[config.mk]
export PLATFORM = sky130hd
export DESIGN_NAME = cbpg_fifo
export DESIGN_NICKNAME = d
export VERILOG_FILES = /design/src/sv/cbpg_pkg.sv /design/src/sv/cbpg_fifo.sv
export SDC_FILE = /design/constraint.sdc
export NUM_CORES = 1
export LEC_CHECK = 0
export BUFFER_PORTS_ARGS = -buffer_cell sky130_fd_sc_hd__buf_2
export CORE_MARGIN = 5
export CORE_UTILIZATION = 45
export CTS_CLUSTER_DIAMETER = 100
export DETAILED_ROUTE_END_ITERATION = 7
export GPL_TIMING_DRIVEN = 0
export SLEW_MARGIN = 5
export SYNTH_ARGS = -nofsm -noshare
export SYNTH_HDL_FRONTEND = slang
export SYNTH_SLANG_ARGS = --single-unit
[constraint.sdc]
create_clock -name clk -period 3.8 [get_ports clk]
set_clock_uncertainty 0.1 [all_clocks]
set_input_delay 0.19 -clock clk [delete_from_list [all_inputs] [get_ports clk]]
set_output_delay 0.19 -clock clk [all_outputs]
set_load 0.005 [all_outputs]
[src/sv/cbpg_pkg.sv]
// Shared constants for the cubic Bezier point generator.
`default_nettype none
package cbpg_pkg;
	localparam int IDX_W = 12;
	localparam int CNT_W = 13;
	localparam int MAX_SAMPLES = 4096;
	// Largest count the sample_count field can carry after clamping
	localparam logic [CNT_W-1:0] CNT_MAX =
		CNT_W'((MAX_SAMPLES > (2**CNT_W - 1)) ? (2**CNT_W - 1) : MAX_SAMPLES);
	localparam int QDEPTH = 4;
	localparam int QAW = 2;
endpackage
`default_nettype wire

[src/sv/cbpg_fifo.sv]
// Short queue between the front and back parts.
`default_nettype none
module cbpg_fifo
	import cbpg_pkg::*;
#(
	parameter int WIDTH = 8
) (
	input  wire logic             clk,
	input  wire logic             arst_n,
	input  wire logic             push,
	input  wire logic [WIDTH-1:0] wdata,
	input  wire logic             pop,
	output logic [WIDTH-1:0]      rdata,
	output logic                  full,
	output logic                  empty
);
	logic [WIDTH-1:0] mem_q [0:QDEPTH-1];
	logic [QAW-1:0]   wr_ptr_q;
	logic [QAW-1:0]   rd_ptr_q;
	logic [QAW:0]     count_q;
	logic             do_push;
	logic             do_pop;

	assign full = count_q == (QAW+1)'(QDEPTH);
	assign empty = count_q == '0;
	assign do_push = push && !full;
	assign do_pop = pop && !empty;
	assign rdata = mem_q[rd_ptr_q];

	// Track pointers and fill level
	always_ff @(posedge clk or negedge arst_n) begin
		if (!arst_n) begin
			wr_ptr_q <= '0;
			rd_ptr_q <= '0;
			count_q <= '0;
		end else begin
			if (do_push) begin
				wr_ptr_q <= wr_ptr_q + QAW'(1);
			end
			if (do_pop) begin
				rd_ptr_q <= rd_ptr_q + QAW'(1);
			end
			if (do_push && !do_pop) begin
				count_q <= count_q + (QAW+1)'(1);
			end else if (do_pop && !do_push) begin
				count_q <= count_q - (QAW+1)'(1);
			end
		end
	end

	// Store the request
	always_ff @(posedge clk) begin
		if (do_push) begin
			mem_q[wr_ptr_q] <= wdata;
		end
	end
endmodule
`default_nettype wire

==> results.ini <==
[synthesis]
synth-xor-area-share=0.0331
synthMuxAreaShare=0.130
synth_ff_type=edfxtp_1
synth-compound-area-share=0
ys_seq_elements=39
synth_cells=77
synth_edf_count=32
ys_types=20
yosys-top-cells-count=edfxtp_1, mux4_2, dfrtp_1
synthTopCellsByArea=edfxtp_1, mux4_2, dfrtp_1, ha_1, xnor2_1
synth_top_family_by_area=multiplexers
async_flop_share=0.179
synth_area_per_cell_sq_um=20.6
synth_largest_area_cell=edfxtp_1
synth-simple-area-share=0.0504
yosysMostFrequentCell=edfxtp_1
synth.top_cell.area_share=0.605
synth_nets=95
syn_area_sq_mm=0.00159
synthAdderAreaFrac=0.0520
yosys_warnings=0
seq_area_frac_synth=0.715

[global_route]
grt_first_pass_wirelength_mm=4.32
grt_max_degree=13
grt_pass1_vias=904
overflow=0
antenna_found_initial=0
grtUsageTotal=0.117

[cells_and_area]
final_nets=132
final_core_util=0.559
areaGrowthSynthToFinish_pct=19.3
design_area_sq_mm=0.00190
drive_above_1_share=0.400
diodes=0

[cts]
clock_latency_ps=340
cts_root_buf=clkbuf_4
clk_pin_slew_worst_paths_ps=110
cts_setup_buffers=0
cts_tree=yes
clock-sinks=39
h-tree-depth=2
cts-buffers-inserted=5
clockBufferDepth=2

[floorplan]
die-area_sq_mm=0.00482
io_pins=22
die_x_um=69.4
start_util=0.469
die_height_um=69.4
rows=21
core-area_sq_mm=0.00339

[power]
p_leak_nw=0.709
design_power_total_mw=1.30
peakVddDrop_v=0.000306
power.density_mw_per_mm2=683

[timing]
setup_violations=0
rsz0062_at_grt=no
fmax_ghz=0.454
holdWs_ps=44.2
slew_viol_final=0
tightest_slew_ps=598
min_period_ps=2200
tns_ps=0
timing.final.crit_share=0.579
relSlewSlack=0.601
hold_viol_final=0

[drt]
detail-route-antenna-nets=0
first_iter_violations=26
post-route-drc-count=0
wl_mm=2.50
wl_per_cell_um=15.5
firstDrtPassIters=3
num_vias=766
via_per_inst=4.76

[worst_setup_path]
crit_type=flop to flop
worstPathMaxFanout=4
critPathLaunch=count_q[0]
startpoint_type=flop
critPathRequiredTime_ps=3970
regToRegStartpoint=count_q[0]
setup.worst_path.end_class=flop
worstRegToRegCells=8
crit_arrival_ps=2370

[hold_path]
min_from=pop
hp-class=input pin to flop
hold_path_depth=3

[flow_run]
cap_violations=0

[place]
dp.final_hpwl_mm=1.66
gp_congestion=0.635
placed_area_sq_mm=0.00175
portBuffers=21

[status]
status=complete, no violations

[power breakdown]
part	internal, mW	leakage, nW	switching, mW
clock network	0.0714	0.0282	0.132
logic	0.248	0.306	0.213
registers	0.579	0.375	0.0523
[state kept, by name (all words and copies together), names as in the netlist]
name      cells
wr_ptr_q      2
rd_ptr_q      2
mem_q        32
count_q       3
[final timing paths]
path	to	slack [ps]
setup / recovery	count_q[2]	1600
hold / removal	rd_ptr_q[1]	40
setup reg to reg	count_q[2]	1600
min in group asynchronous	wr_ptr_q[1]	100
hold reg to reg	count_q[2]	410
max in group asynchronous	count_q[1]	3330
[area by class of cell]
cell class	instances	area, sq um
Fill cell	269	1490
Inverter	3	11.3
Buffer	3	20.0
Sequential cell	39	1140
Clock buffer	6	41.3
Tap cell	46	57.6
Multi-Input combinational cell	32	422
Timing Repair Buffer	30	195
Clock inverter	2	12.5
[critical path, stage by stage (launching register included)]
cell and delay [ps]:
dfrtp_1 480, nor3_1 300, nand2b_1 200, ha_1 200, inv_1 60, fa_1 370, xor2_1 150, nor2_1 130
xor2_1 160
[cells by family (layout without fill, tap and decap cells)]
group / count (synthesis) / after routing
AND/OR/NAND/NOR: 10 / 10
adder cells (fa/ha/maj): 6 / 6
XOR/XNOR: 6 / 6
multiplexers: 10 / 10
buffers and inverters: 6 / 44
flip-flops: 39 / 39
[cell usage in the layout (no fill, tap or decap)]
cell	count
xor2_1	2
mux2_4	1
nor3_1	1
nand2b_1	1
inv_1	3
nor3b_4	1
clkinv_2	1
buf_2	22
and2_2	4
fa_1	1
mux2_2	1
clkinvlp_4	1
dfrtp_1	7
xnor2_1	4
dlygate4sd3_1	9
clkbuf_4	5
nand3b_1	1
ha_1	5
nor2b_2	1
edfxtp_1	32
clkbuf_1	2
mux4_2	8
nor2_1	1
buf_6	1
[per-stage QoR]
| stage | cells | worst slack, ps |
|---|---|---|
| floorplan | 77 | 1740 |
| global placement | 144 | 1650 |
| detailed placement | 144 | 1630 |
| CTS | 161 | 1590 |
| global route | 161 | 1440 |
| finish | 161 | 1600 |
[metal layers]
metal | share of wire | wire [um] | vias to the layer above | GRT usage
li1 | - | - | 366 | -
met2 | 0.48 | 1210 | 17 | 0.183
met1 | 0.46 | 1150 | 379 | 0.146
met5 | 0 | 0 | - | 0
met4 | 0.0076 | 19 | 0 | 0.0456
met3 | 0.047 | 117 | 4 | 0.0478
[timing repair]
item	4_1_cts	5_1_grt
endpoints found under the hold margin	39	0
hold buffers	9	0
gates resized for setup	0	0
(Power assumes the default switching activity.)
